### src/rtl/core/sms_pkg.sv
// ----------------------------------------------------------------------------
// sms_pkg
// Shared types and constants of the serial meter command slave.
// ----------------------------------------------------------------------------
package sms_pkg;

  localparam int          CFG_IDX_W     = 8;
  localparam int          CNT_W         = 24;
  localparam int          BCD_W         = 28;
  localparam int          BCD_STEPS     = 24;
  localparam logic [23:0] COUNT_MAX     = 24'd9999999;
  localparam logic [7:0]  STATUS_BYTE   = 8'h20;
  localparam logic [7:0]  REG_DATA_CODE = 8'd0;
  localparam logic [7:0]  REG_ACK_CODE  = 8'd1;

  localparam logic [3:0][7:0] VERSION_TXT = {8'h00, 8'h45, 8'h32, 8'h30};
  localparam logic [3:0][7:0] FPRINT_TXT  = {8'h11, 8'h01, 8'h00, 8'h00};

  typedef enum logic [3:0] {
    C_NONE, C_STATUS, C_MARKET, C_ERROR, C_VERSION, C_COUNT, C_LASTID,
    C_FPRINT, C_SETMKT, C_INC50, C_INC51, C_INC52, C_ACK
  } cmd_class_t;

  typedef struct packed {
    logic step;
    logic mem_rd;
    logic upd;
    logic bcd_load;
    logic bcd_step;
    logic build;
  } sms_cmd_t;

  typedef struct packed {
    logic       frame_end;
    cmd_class_t cls;
  } sms_stat_t;

  function automatic cmd_class_t cmd_class(input logic [7:0] c);
    cmd_class_t k;
    unique case (c)
      8'h20: k = C_STATUS;
      8'h21: k = C_MARKET;
      8'h22: k = C_ERROR;
      8'h23: k = C_VERSION;
      8'h24: k = C_COUNT;
      8'h25: k = C_LASTID;
      8'h26: k = C_FPRINT;
      8'h31: k = C_SETMKT;
      8'h50: k = C_INC50;
      8'h51: k = C_INC51;
      8'h52: k = C_INC52;
      8'h30, 8'h32, 8'h40, 8'h41, 8'h42, 8'h43, 8'h54, 8'h55, 8'h5C: k = C_ACK;
      default: k = C_NONE;
    endcase
    return k;
  endfunction

endpackage

### src/rtl/core/sms_if.sv
// ----------------------------------------------------------------------------
// sms channel interfaces
// Valid/ready channels for pin samples, reply results and register writes.
// ----------------------------------------------------------------------------
interface sms_in_if;
  logic valid;
  logic ready;
  logic enable_pin;
  logic clock_pin;
  logic data_pin;
  modport source(output valid, enable_pin, clock_pin, data_pin, input ready);
  modport sink(input valid, enable_pin, clock_pin, data_pin, output ready);
endinterface

interface sms_out_if;
  logic valid;
  logic ready;
  logic data_out;
  logic frame_done;
  logic checksum_bad;
  modport source(output valid, data_out, frame_done, checksum_bad, input ready);
  modport sink(input valid, data_out, frame_done, checksum_bad, output ready);
endinterface

interface sms_cfg_if;
  logic                           valid;
  logic                           ready;
  logic [sms_pkg::CFG_IDX_W-1:0]  index;
  logic [7:0]                     data;
  modport source(output valid, index, data, input ready);
  modport sink(input valid, index, data, output ready);
endinterface

### src/rtl/core/sms_ctrl.sv
// ----------------------------------------------------------------------------
// sms_ctrl
// Sequencer: takes pin items, runs frame decode steps, owns result valid.
// ----------------------------------------------------------------------------
module sms_ctrl (
  input  logic                clk,
  input  logic                rst_n,
  input  logic                in_valid,
  output logic                in_ready,
  output logic                out_valid,
  input  logic                out_ready,
  input  sms_pkg::sms_stat_t  stat,
  output sms_pkg::sms_cmd_t   cmd
);
  import sms_pkg::*;

  localparam int CW = $clog2(BCD_STEPS);

  typedef enum logic [4:0] {
    S_IDLE  = 5'b00001,
    S_RD    = 5'b00010,
    S_MEM   = 5'b00100,
    S_BCD   = 5'b01000,
    S_BUILD = 5'b10000
  } state_t;

  state_t        state_r, state_nxt;
  logic [CW-1:0] cnt_r, cnt_nxt;
  logic          out_valid_r, out_valid_nxt;
  logic          is_inc;

  assign in_ready  = (state_r == S_IDLE) && (!out_valid_r || out_ready);
  assign out_valid = out_valid_r;
  assign is_inc    = (stat.cls == C_INC50) || (stat.cls == C_INC51) ||
                     (stat.cls == C_INC52);

  always_comb begin
    state_nxt = state_r;
    cnt_nxt   = cnt_r;
    cmd       = '0;
    out_valid_nxt = out_ready ? 1'b0 : out_valid_r;
    unique case (state_r)
      S_IDLE: begin
        if (in_valid && in_ready) begin
          cmd.step = 1'b1;
          if (stat.frame_end) state_nxt = S_RD;
          else out_valid_nxt = 1'b1;
        end
      end
      S_RD: begin
        cmd.mem_rd = 1'b1;
        state_nxt  = S_MEM;
      end
      S_MEM: begin
        cmd.upd = is_inc;
        if (stat.cls == C_COUNT) begin
          cmd.bcd_load = 1'b1;
          cnt_nxt      = '0;
          state_nxt    = S_BCD;
        end else begin
          state_nxt = S_BUILD;
        end
      end
      S_BCD: begin
        cmd.bcd_step = 1'b1;
        cnt_nxt      = cnt_r + 1'b1;
        if (cnt_r == CW'(BCD_STEPS - 1)) state_nxt = S_BUILD;
      end
      S_BUILD: begin
        cmd.build     = 1'b1;
        out_valid_nxt = 1'b1;
        state_nxt     = S_IDLE;
      end
      default: state_nxt = S_IDLE;
    endcase
  end

  always_ff @(posedge clk) begin
    if (!rst_n) begin
      state_r     <= S_IDLE;
      cnt_r       <= '0;
      out_valid_r <= 1'b0;
    end else begin
      state_r     <= state_nxt;
      cnt_r       <= cnt_nxt;
      out_valid_r <= out_valid_nxt;
    end
  end

`ifndef ASSERT_OFF
  a_cnt_range: assert property (@(posedge clk) disable iff (!rst_n)
    (state_r == S_BCD) |-> (cnt_r < CW'(BCD_STEPS)))
    else $error("bcd step count out of range");
  a_frame_decode: assert property (@(posedge clk) disable iff (!rst_n)
    (cmd.step && stat.frame_end) |=> (state_r == S_RD))
    else $error("frame end did not start decode");
  a_build_free: assert property (@(posedge clk) disable iff (!rst_n)
    (state_r == S_BUILD) |-> !out_valid_r)
    else $error("result slot busy at reply build");
  a_ready_idle: assert property (@(posedge clk) disable iff (!rst_n)
    in_ready |-> (state_r == S_IDLE))
    else $error("ready outside idle");
`endif

endmodule

### src/rtl/core/sms_datapath.sv
// ----------------------------------------------------------------------------
// sms_datapath
// Link state, frame bytes, reply buffer, meter memory and BCD converter.
// ----------------------------------------------------------------------------
module sms_datapath #(
  parameter int NUM_METERS = 32
) (
  input  logic                            clk,
  input  logic                            rst_n,
  input  sms_pkg::sms_cmd_t               cmd,
  output sms_pkg::sms_stat_t              stat,
  input  logic                            in_enable_pin,
  input  logic                            in_clock_pin,
  input  logic                            in_data_pin,
  input  logic                            cfg_we,
  input  logic [sms_pkg::CFG_IDX_W-1:0]   cfg_index,
  input  logic [7:0]                      cfg_data,
  output logic                            out_data_out,
  output logic                            out_frame_done,
  output logic                            out_checksum_bad
);
  import sms_pkg::*;

  localparam int AW = (NUM_METERS > 1) ? $clog2(NUM_METERS) : 1;

  // link state
  logic       en_r, en_nxt;
  logic       dout_r, dout_nxt;
  logic       cprev_r, cprev_nxt;
  logic [2:0] bitcnt_r, bitcnt_nxt;
  logic [7:0] shin_r, shin_nxt;
  logic [8:0] fpos_r, fpos_nxt;
  logic [8:0] brem_r, brem_nxt;
  logic [7:0] rsum_r, rsum_nxt;
  logic [3:0] rbit_r, rbit_nxt;
  logic [3:0] rleft_r, rleft_nxt;
  logic [2:0] ridx_r, ridx_nxt;
  logic [8:0] fidx;
  logic       take, fin, bad, rsh;
  logic       bad_r;

  logic [7:0] rbytes_r [8];
  logic [7:0] b0_r, b1_r, b3_r, b4_r, b5_r;
  logic [7:0] data_code_r, ack_code_r, market_r, last_id_r;

  // ---------------- pin item step ----------------
  always_comb begin
    en_nxt     = en_r;
    dout_nxt   = dout_r;
    cprev_nxt  = cprev_r;
    bitcnt_nxt = bitcnt_r;
    shin_nxt   = shin_r;
    fpos_nxt   = fpos_r;
    brem_nxt   = brem_r;
    rsum_nxt   = rsum_r;
    rbit_nxt   = rbit_r;
    rleft_nxt  = rleft_r;
    ridx_nxt   = ridx_r;
    fidx       = fpos_r;
    take       = 1'b0;
    fin        = 1'b0;
    bad        = 1'b0;
    rsh        = 1'b0;
    if (in_enable_pin) begin
      if (!en_nxt) begin
        en_nxt   = 1'b1;
        dout_nxt = 1'b0;
      end
    end else begin
      if (en_nxt) dout_nxt = 1'b1;
      en_nxt     = 1'b0;
      cprev_nxt  = 1'b1;
      bitcnt_nxt = '0;
      shin_nxt   = '0;
      fpos_nxt   = '0;
      rbit_nxt   = '0;
      rleft_nxt  = '0;
      ridx_nxt   = '0;
    end
    if (in_clock_pin != cprev_nxt) begin
      if (!in_clock_pin) begin
        shin_nxt = {shin_nxt[6:0], in_data_pin};
        if (rbit_nxt == 4'd8) begin
          rbit_nxt  = '0;
          ridx_nxt  = ridx_nxt + 3'd1;
          rleft_nxt = rleft_nxt - 4'd1;
        end
        if (rleft_nxt != '0) dout_nxt = rbytes_r[ridx_nxt][7];
        else dout_nxt = ~en_nxt;
      end else begin
        bitcnt_nxt = bitcnt_nxt + 3'd1;
        if (rleft_nxt != '0) begin
          rsh      = 1'b1;
          rbit_nxt = rbit_nxt + 4'd1;
        end
        if (bitcnt_nxt == '0 && rleft_nxt == '0) begin
          take = 1'b1;
          fidx = fpos_nxt;
          if (fpos_nxt == '0) rsum_nxt = '0;
          fpos_nxt = fpos_nxt + 9'd1;
          if (brem_nxt != '0) begin
            brem_nxt = brem_nxt - 9'd1;
            if (brem_nxt == '0) fin = 1'b1;
          end
          if (fin) begin
            bad      = (rsum_nxt != shin_nxt);
            fpos_nxt = '0;
          end else begin
            rsum_nxt = rsum_nxt + shin_nxt;
          end
          if (fpos_nxt == 9'd3) brem_nxt = {1'b0, shin_nxt} + 9'd1;
        end
      end
      cprev_nxt = in_clock_pin;
    end
  end

  assign stat.frame_end = fin;
  assign stat.cls       = cmd_class(b0_r);

  // ---------------- meter memory ----------------
  logic [CNT_W-1:0]      mem [NUM_METERS];
  logic [NUM_METERS-1:0] vld_r;
  logic [CNT_W-1:0]      rd_q;
  logic                  vld_q;
  logic [AW-1:0]         maddr;
  logic                  inrng;
  logic [CNT_W-1:0]      count;
  logic [15:0]           amt;
  logic [CNT_W:0]        sum_c;
  logic [CNT_W-1:0]      sat;

  assign maddr = b3_r[AW-1:0];
  assign inrng = ({1'b0, b3_r} < 9'(NUM_METERS));
  assign count = vld_q ? rd_q : '0;

  always_comb begin
    unique case (stat.cls)
      C_INC50: amt = {12'd0, b4_r[3:0]};
      C_INC51: amt = {8'd0, b4_r};
      default: amt = {b5_r, b4_r};
    endcase
  end

  assign sum_c = {1'b0, count} + {9'd0, amt};
  assign sat   = (sum_c > {1'b0, COUNT_MAX}) ? COUNT_MAX : sum_c[CNT_W-1:0];

  always_ff @(posedge clk) begin
    if (cmd.mem_rd) rd_q <= mem[maddr];
    if (cmd.upd && inrng) mem[maddr] <= sat;
  end

  always_ff @(posedge clk) begin
    if (!rst_n) begin
      vld_r <= '0;
      vld_q <= 1'b0;
    end else begin
      if (cmd.mem_rd) vld_q <= vld_r[maddr] && inrng;
      if (cmd.upd && inrng) vld_r[maddr] <= 1'b1;
    end
  end

  // ---------------- double-dabble, one bit per cycle ----------------
  logic [BCD_W-1:0] bcd_r, bcd_adj;
  logic [CNT_W-1:0] bin_r;

  always_comb begin
    for (int i = 0; i < BCD_W / 4; i++) begin
      bcd_adj[i*4 +: 4] = (bcd_r[i*4 +: 4] >= 4'd5) ? bcd_r[i*4 +: 4] + 4'd3
                                                    : bcd_r[i*4 +: 4];
    end
  end

  always_ff @(posedge clk) begin
    if (cmd.bcd_load) begin
      bcd_r <= '0;
      bin_r <= count;
    end else if (cmd.bcd_step) begin
      bcd_r <= {bcd_adj[BCD_W-2:0], bin_r[CNT_W-1]};
      bin_r <= {bin_r[CNT_W-2:0], 1'b0};
    end
  end

  // ---------------- reply assembly ----------------
  logic [7:0]      r_code, r_sum;
  logic [2:0]      r_len;
  logic [3:0][7:0] r_dat;
  logic            r_has;
  logic [31:0]     bcd_word;

  assign bcd_word = {bcd_r, 4'h0};

  always_comb begin
    r_code = ack_code_r;
    r_len  = 3'd0;
    r_dat  = '0;
    r_has  = 1'b1;
    unique case (stat.cls)
      C_STATUS:  begin r_code = data_code_r; r_len = 3'd1; r_dat[0] = STATUS_BYTE; end
      C_MARKET:  begin r_code = data_code_r; r_len = 3'd1; r_dat[0] = market_r; end
      C_ERROR:   begin r_code = data_code_r; r_len = 3'd1; end
      C_VERSION: begin r_code = data_code_r; r_len = 3'd3; r_dat = VERSION_TXT; end
      C_COUNT: begin
        r_code   = data_code_r;
        r_len    = 3'd4;
        r_dat[0] = bcd_word[31:24];
        r_dat[1] = bcd_word[23:16];
        r_dat[2] = bcd_word[15:8];
        r_dat[3] = bcd_word[7:0];
      end
      C_LASTID:  begin r_code = data_code_r; r_len = 3'd4; r_dat[0] = last_id_r; end
      C_FPRINT:  begin r_code = data_code_r; r_len = 3'd4; r_dat = FPRINT_TXT; end
      C_NONE:    r_has = 1'b0;
      default:   r_has = 1'b1;
    endcase
    r_sum = r_code + last_id_r + {5'd0, r_len} + r_dat[0] + r_dat[1] + r_dat[2] +
            r_dat[3];
  end

  always_ff @(posedge clk) begin
    if (cmd.build && r_has) begin
      rbytes_r[0] <= r_code;
      rbytes_r[1] <= last_id_r;
      rbytes_r[2] <= {5'd0, r_len};
      for (int i = 0; i < 4; i++) begin
        if (3'(i) < r_len) rbytes_r[3 + i] <= r_dat[i];
      end
      rbytes_r[3'd3 + r_len] <= r_sum;
    end else if (cmd.step && rsh) begin
      rbytes_r[ridx_r] <= {rbytes_r[ridx_r][6:0], 1'b0};
    end
  end

  // frame bytes; only the ones decode looks at are kept
  always_ff @(posedge clk) begin
    if (cmd.step && take) begin
      if (fidx == 9'd0) b0_r <= shin_nxt;
      if (fidx == 9'd1) b1_r <= shin_nxt;
      if (fidx == 9'd3) b3_r <= shin_nxt;
      if (fidx == 9'd4) b4_r <= shin_nxt;
      if (fidx == 9'd5) b5_r <= shin_nxt;
    end
    if (cmd.step) bad_r <= bad;
  end

  // ---------------- control and link registers ----------------
  always_ff @(posedge clk) begin
    if (!rst_n) begin
      en_r        <= 1'b0;
      dout_r      <= 1'b0;
      cprev_r     <= 1'b1;
      bitcnt_r    <= '0;
      shin_r      <= '0;
      fpos_r      <= '0;
      brem_r      <= '0;
      rsum_r      <= '0;
      rbit_r      <= '0;
      rleft_r     <= '0;
      ridx_r      <= '0;
      market_r    <= '0;
      last_id_r   <= '0;
      data_code_r <= 8'd1;
      ack_code_r  <= 8'd6;
    end else begin
      if (cmd.step) begin
        en_r     <= en_nxt;
        dout_r   <= dout_nxt;
        cprev_r  <= cprev_nxt;
        bitcnt_r <= bitcnt_nxt;
        shin_r   <= shin_nxt;
        fpos_r   <= fpos_nxt;
        brem_r   <= brem_nxt;
        rsum_r   <= rsum_nxt;
        rbit_r   <= rbit_nxt;
        rleft_r  <= rleft_nxt;
        ridx_r   <= ridx_nxt;
      end
      if (cmd.mem_rd) last_id_r <= b1_r;
      if (cmd.build) begin
        if (stat.cls == C_SETMKT) market_r <= b3_r;
        if (r_has) begin
          ridx_r  <= '0;
          rbit_r  <= '0;
          rleft_r <= 4'd4 + {1'b0, r_len};
        end
      end
      if (cfg_we && cfg_index == REG_DATA_CODE) data_code_r <= cfg_data;
      if (cfg_we && cfg_index == REG_ACK_CODE)  ack_code_r  <= cfg_data;
    end
  end

  // result register
  always_ff @(posedge clk) begin
    if (cmd.step && !fin) begin
      out_data_out     <= dout_nxt;
      out_frame_done   <= 1'b0;
      out_checksum_bad <= 1'b0;
    end else if (cmd.build) begin
      out_data_out     <= dout_r;
      out_frame_done   <= 1'b1;
      out_checksum_bad <= bad_r;
    end
  end

endmodule

### src/rtl/core/serial_meter_command_slave_core.sv
// ----------------------------------------------------------------------------
// serial_meter_command_slave_core
// Pin-sampling slave that decodes meter command frames and shifts out replies.
// ----------------------------------------------------------------------------
// Pin items: one can be taken every cycle while results drain and no frame is being decoded.
// An item that ends a frame runs the read, memory and build steps, and for a counter read
// also the 24-step serial binary-to-BCD converter between memory and build.
// Reset (rst_n low, synchronous) clears link state, the control registers and the meter
// valid bits at once; there is no clearing pass.
module serial_meter_command_slave_core #(
  parameter int NUM_METERS = 32
) (
  input  logic       clk,
  input  logic       rst_n,
  sms_in_if.sink     in_ch,
  sms_out_if.source  out_ch,
  sms_cfg_if.sink    cfg_ch
);
  import sms_pkg::*;

  sms_cmd_t  cmd;
  sms_stat_t stat;

  assign cfg_ch.ready = 1'b1;

  sms_ctrl u_ctrl (
    .clk       (clk),
    .rst_n     (rst_n),
    .in_valid  (in_ch.valid),
    .in_ready  (in_ch.ready),
    .out_valid (out_ch.valid),
    .out_ready (out_ch.ready),
    .stat      (stat),
    .cmd       (cmd)
  );

  sms_datapath #(
    .NUM_METERS (NUM_METERS)
  ) u_dp (
    .clk              (clk),
    .rst_n            (rst_n),
    .cmd              (cmd),
    .stat             (stat),
    .in_enable_pin    (in_ch.enable_pin),
    .in_clock_pin     (in_ch.clock_pin),
    .in_data_pin      (in_ch.data_pin),
    .cfg_we           (cfg_ch.valid && cfg_ch.ready),
    .cfg_index        (cfg_ch.index),
    .cfg_data         (cfg_ch.data),
    .out_data_out     (out_ch.data_out),
    .out_frame_done   (out_ch.frame_done),
    .out_checksum_bad (out_ch.checksum_bad)
  );

endmodule

### src/flat_wrapper.sv
// flat-port wrapper written by rule: the top's interface ports become plain ports
module serial_meter_command_slave_core_flat import sms_pkg::*;
#(
  parameter int NUM_METERS = 32
)
  (clk, rst_n, in_ch_valid, in_ch_enable_pin, in_ch_clock_pin, in_ch_data_pin, in_ch_ready, out_ch_valid, out_ch_data_out, out_ch_frame_done, out_ch_checksum_bad, out_ch_ready, cfg_ch_valid, cfg_ch_index, cfg_ch_data, cfg_ch_ready);
  sms_in_if in_ch_i ();
  sms_out_if out_ch_i ();
  sms_cfg_if cfg_ch_i ();
  input  logic clk;
  input  logic rst_n;
  input wire logic [$bits(in_ch_i.valid)-1:0] in_ch_valid;
  input wire logic [$bits(in_ch_i.enable_pin)-1:0] in_ch_enable_pin;
  input wire logic [$bits(in_ch_i.clock_pin)-1:0] in_ch_clock_pin;
  input wire logic [$bits(in_ch_i.data_pin)-1:0] in_ch_data_pin;
  output wire logic [$bits(in_ch_i.ready)-1:0] in_ch_ready;
  output wire logic [$bits(out_ch_i.valid)-1:0] out_ch_valid;
  output wire logic [$bits(out_ch_i.data_out)-1:0] out_ch_data_out;
  output wire logic [$bits(out_ch_i.frame_done)-1:0] out_ch_frame_done;
  output wire logic [$bits(out_ch_i.checksum_bad)-1:0] out_ch_checksum_bad;
  input wire logic [$bits(out_ch_i.ready)-1:0] out_ch_ready;
  input wire logic [$bits(cfg_ch_i.valid)-1:0] cfg_ch_valid;
  input wire logic [$bits(cfg_ch_i.index)-1:0] cfg_ch_index;
  input wire logic [$bits(cfg_ch_i.data)-1:0] cfg_ch_data;
  output wire logic [$bits(cfg_ch_i.ready)-1:0] cfg_ch_ready;
  assign in_ch_i.valid = in_ch_valid;
  assign in_ch_i.enable_pin = in_ch_enable_pin;
  assign in_ch_i.clock_pin = in_ch_clock_pin;
  assign in_ch_i.data_pin = in_ch_data_pin;
  assign in_ch_ready = in_ch_i.ready;
  assign out_ch_valid = out_ch_i.valid;
  assign out_ch_data_out = out_ch_i.data_out;
  assign out_ch_frame_done = out_ch_i.frame_done;
  assign out_ch_checksum_bad = out_ch_i.checksum_bad;
  assign out_ch_i.ready = out_ch_ready;
  assign cfg_ch_i.valid = cfg_ch_valid;
  assign cfg_ch_i.index = cfg_ch_index;
  assign cfg_ch_i.data = cfg_ch_data;
  assign cfg_ch_ready = cfg_ch_i.ready;
  serial_meter_command_slave_core #(.NUM_METERS(NUM_METERS)) u_core (.clk(clk), .rst_n(rst_n), .in_ch(in_ch_i), .out_ch(out_ch_i), .cfg_ch(cfg_ch_i));
endmodule
### config.mk
export PLATFORM = sky130hd
export DESIGN_NAME = serial_meter_command_slave_core_flat
export DESIGN_NICKNAME = d
export VERILOG_FILES = /design/src/rtl/core/sms_pkg.sv /design/src/rtl/core/sms_if.sv /design/src/rtl/core/sms_ctrl.sv /design/src/rtl/core/sms_datapath.sv /design/src/rtl/core/serial_meter_command_slave_core.sv /design/src/flat_wrapper.sv
export SDC_FILE = /design/constraint.sdc
export NUM_CORES = 2
export LEC_CHECK = 0
export ABC_CLOCK_PERIOD_IN_PS = 5200
export BUFFER_PORTS_ARGS = -buffer_cell sky130_fd_sc_hd__buf_4
export CORE_MARGIN = 3
export CORE_UTILIZATION = 55
export DETAILED_ROUTE_END_ITERATION = 6
export PLACE_DENSITY_LB_ADDON = 0.15
export SYNTH_ARGS = -nofsm -noshare
export SYNTH_HDL_FRONTEND = slang
export SYNTH_SLANG_ARGS = --single-unit
### constraint.sdc
create_clock -name clk -period 5.2 [get_ports clk]
set_input_delay 1.56 -clock clk [delete_from_list [all_inputs] [get_ports clk]]
set_output_delay 1.56 -clock clk [all_outputs]
set_load 0.01 [all_outputs]
==> metrics.cfg <==
[yosys]
synth_compound_area_frac = 0.07434
avgSynthCellArea_sq_um = 15.22
synth-edff-count = 922
ys_top_cells_by_area = edfxtp_1 60%, mux4_2 10%, dfxtp_1 6.8%, nand2_1 1.9%, a22oi_1 1.9%
synth_top_cell_by_area = edfxtp_1
ys_warn_count = 0
yosys.area_share.simple = 0.07420
synth_top_family_by_area = multiplexers
ys_types = 90
async_flop_share = 0
synth.area.mux_share = 0.1259
synth_top_area_share = 0.5956
synthAdderAreaFrac = 0.02831
synth_xor_area_frac = 0.01281
synthesis.nets = 3165
syn_area_sq_mm = 0.04649
ys.flop_type = edfxtp_1
ys_seq_elements = 1079
ys_seq_area_frac = 0.6632
syn_inst = 3054

[grt]
grt_pass1_wl_um = 189000
overflow = 0
track_usage = 0.2891
grt_max_degree = 125
grt_pass1_vias = 28020
antenna_found_initial = 3

[worst_setup_path]
slowest_stage = fa_1
crit_path_max_fanout = 7
crit_type = register to register
worstPathCellList = nor3b_4 -> buf_4 -> nand4_1 -> nand2_2 -> nor4_4 -> a222oi_1 -> buf_4 -> inv_2 -> fa_1 -> fa_1 -> inv_2 -> fa_1 -> inv_1 -> ha_1 -> a21o_1 -> a21oi_2 -> o21bai_1 -> a21oi_1 -> xnor2_1 -> xnor2_1 -> buf_4 -> xnor2_4 -> o221ai_1
cp-end-kind = register
arrival_ns = 5.70
cp_slowest_stage_delay_ns = 0.57
critPathLaunchType = register
crit_required_ns = 5.59

[final_layout]
areaGrowthSynthToFinish_pct = 14.81
nFillCells = 5829
drive_gt1_frac = 0.2194
nets = 3349
fin_area_sq_mm = 0.05337

[sta]
timing.final.crit_period_ns = 5.313
finClkSkew_ns = 0.04009
tns_ns = -0.5942
clock.fmax_mhz = 188.2
hold_viol = 0
fin_crit_sh = 1.022
finalWorstSetupSlack_ns = -0.1127
slew_viol_final = 0
grt_setup_unrepaired = true
relSlewSlack = 0.1766
setup_violations = 7
tightestPinTransition_ns = 1.235

[cts]
cts_sinks = 1079
clk_pin_slew_ns = 0.06
numCtsBuffers = 106
ctsHoldBuffers = 0
clockBufferDepth = 3
cts_htree_levels = 3
clock_latency_ns = 0.68
clockRootBuffer = clkbuf_16
cts_tree = done

[pwr]
p_int_mw = 13.71
pwr-share-seq = 0.543
cellPowerDensity_mw_per_mm2 = 319.7
ir_worst_vdd_mv = 0.3564
power_mw = 17.06
switchingPower_mw = 3.351
swShare = 0.1964
combPwrFrac = 0.006
clkPwrFrac = 0.451
leakage_nw = 17.74

[outcome]
violations = setup timing
outcome = finished with violations

[min_path]
hold_class = register to register

[placed_design]
dpl_cell_area_sq_mm = 0.04961
place.port_buffers = 28
gp_congestion = 0.9520
dp_hpwl_um = 78940

[drt]
ant_nets = 0
route.detailed.drc = 0
drt_iter0_drc = 2949
drt-total-wl_um = 127600
first_pass_iters = 5
vias = 28560
drt-vias-per-instance = 6.416
wire_per_inst_um = 28.67

[die]
die_y_um = 296.7
std_cell_rows = 105
die_width_um = 296.7
pin_count = 30
start_util = 0.5608
core_area_sq_mm = 0.08290
die_area_sq_mm = 0.08805

[job]
maxCapViolations = 0

## stage by stage
| stage | hold slack [ns] | util | worst slack [ns] | std cells |
|---|---|---|---|---|
| 6_report | 0.4602 | 0.6438 | -0.1127 | 4452 |
| 5_1_grt | 0.4823 | 0.6438 | -0.3685 | 4451 |
| 2_1_floorplan | 0.4350 | - | 0.02771 | 3054 |
| 3_3_place_gp | 0.4412 | 0.5984 | -0.3126 | 4235 |
| 3_5_place_dp | 0.4497 | 0.5984 | -0.4535 | 4235 |
| 4_1_cts | 0.4593 | 0.6425 | -0.08411 | 4445 |
## cell usage in the layout (no fill, tap or decap), types with 24 or more instances in the layout
master,instances
edfxtp_1,922
nand2_1,238
ha_1,57
buf_4,204
mux4_2,216
o21ai_0,91
xor2_1,26
nor2_4,34
mux2_2,28
mux2i_1,65
nand4_1,38
fa_1,27
buf_12,26
a22oi_1,117
xnor2_1,41
inv_1,88
and2_1,51
o21a_1,25
nor3_1,24
clkinv_1,28
nor2_1,180
nand3_1,47
clkbuf_16,107
a21oi_1,124
dfxtp_1,157
## cell type report
type / count / area [sq um] / share of cell area
Multi-Input combinational cell: 1718 / 15140 / 0.2836
Clock buffer: 130 / 2784 / 0.05216
Sequential cell: 1079 / 30830 / 0.5776
Tap cell: 1123 / 1405 / 0.02633
Clock inverter: 68 / 721.9 / 0.01353
Timing Repair Buffer: 237 / 2131 / 0.03992
Antenna cell: 1 / 2.502 / 0.00004689
Inverter: 96 / 360.3 / 0.006752
## routing by layer
layer	global-route usage	vias to the layer above	wire length, um
li1	-	12260	-
met5	0	-	23
met2	0.4655	1338	61550
met4	0.07910	4	3502
met1	0.4205	14760	52280
met3	0.03805	204	10290
## flip-flops by register name (all words and copies together) (netlist names), 8 cells and up
| name | flops |
|---|---|
| u_core.u_dp.ack_code_r | 8 |
| u_core.u_dp.bin_r | 24 |
| u_core.u_dp.rd_q | 24 |
| u_core.u_dp.fpos_r | 9 |
| u_core.u_dp.bcd_r | 28 |
| u_core.u_dp.b1_r | 8 |
| u_core.u_dp.data_code_r | 8 |
| u_core.u_dp.b4_r | 8 |
| u_core.u_dp.b0_r | 8 |
| u_core.u_dp.mem | 768 |
| u_core.u_dp.rbytes_r | 64 |
| u_core.u_dp.market_r | 8 |
| u_core.u_dp.last_id_r | 8 |
| u_core.u_dp.shin_r | 8 |
| u_core.u_dp.rsum_r | 8 |
| u_core.u_dp.brem_r | 9 |
| u_core.u_dp.vld_r | 32 |
| u_core.u_dp.b5_r | 8 |
| u_core.u_dp.b3_r | 8 |
## power groups by stage
stage | Sequential (mW) | Combinational, mW | Clock, mW
6_report | 9.26 | 0.104 | 7.69
5_1_grt | 9.26 | 0.114 | 8.13
4_1_cts | 9.26 | 0.103 | 7.79
3_5_place_dp | 9.45 | 0.103 | 0
3_3_place_gp | 9.45 | 0.100 | 0
2_1_floorplan | 9.45 | 0.0601 | 0
## synth_stat cells, types with 8 or more instances
cell type and count:
edfxtp_1 922, nand2_1 241, nor2_1 218, mux4_2 216, dfxtp_1 157, a21oi_1 127, clkbuf_1 122, a22oi_1 117
o21ai_0 98, inv_1 91, mux2i_1 65, ha_1 58, and2_1 51, nand3_1 47, xnor2_1 42, nand4_1 38
buf_1 30, mux2_2 30, fa_1 29, nor3_1 26, xor2_1 26, o21a_1 25, nand2b_1 21, nor4_1 20
o211ai_1 16, a31oi_1 13, a211oi_1 12, a21o_1 12, and3_1 10, nor2b_1 9, o32ai_1 8
## cells by family after synthesis
group	Yosys count
flip-flops	1079
AND/OR/NAND/NOR	736
AO/OA/AOI/OAI	514
multiplexers	311
buffers and inverters	257
adder cells (fa/ha/maj)	88
XOR/XNOR	68
other	1
## final timing paths
path	endpoint	slack, ns	start	cells after the start
max	u_core.u_dp.rbytes_r[4][7]	-0.11	u_core.u_dp.b0_r[6]	23
min	u_core.u_dp.en_r	0.46	u_core.u_dp.en_r	2
max reg2reg	u_core.u_dp.rbytes_r[4][7]	-0.11	u_core.u_dp.b0_r[6]	23
min reg2reg	u_core.u_dp.en_r	0.46	u_core.u_dp.en_r	2
## repair_timing
| item | CTS | global route |
|---|---|---|
| buffers inserted | 12 | 7 |
| hold endpoints to repair | 0 | 0 |
| gates resized for setup | 14 | 19 |
| endpoints found under the setup margin | 14 | 595 |
| pin swaps | 18 | 10 |
## worst max-delay path: cells and delay by family (launching register included)
kind | cells | cell delay [ns]
AO/OA/AOI/OAI | 6 | 0.98
XOR/XNOR | 3 | 0.47
adder cells (fa/ha/maj) | 4 | 1.81
buffers and inverters | 6 | 0.65
flip-flops | 1 | 0.49
AND/OR/NAND/NOR | 4 | 0.67
(Power assumes the default switching activity.)
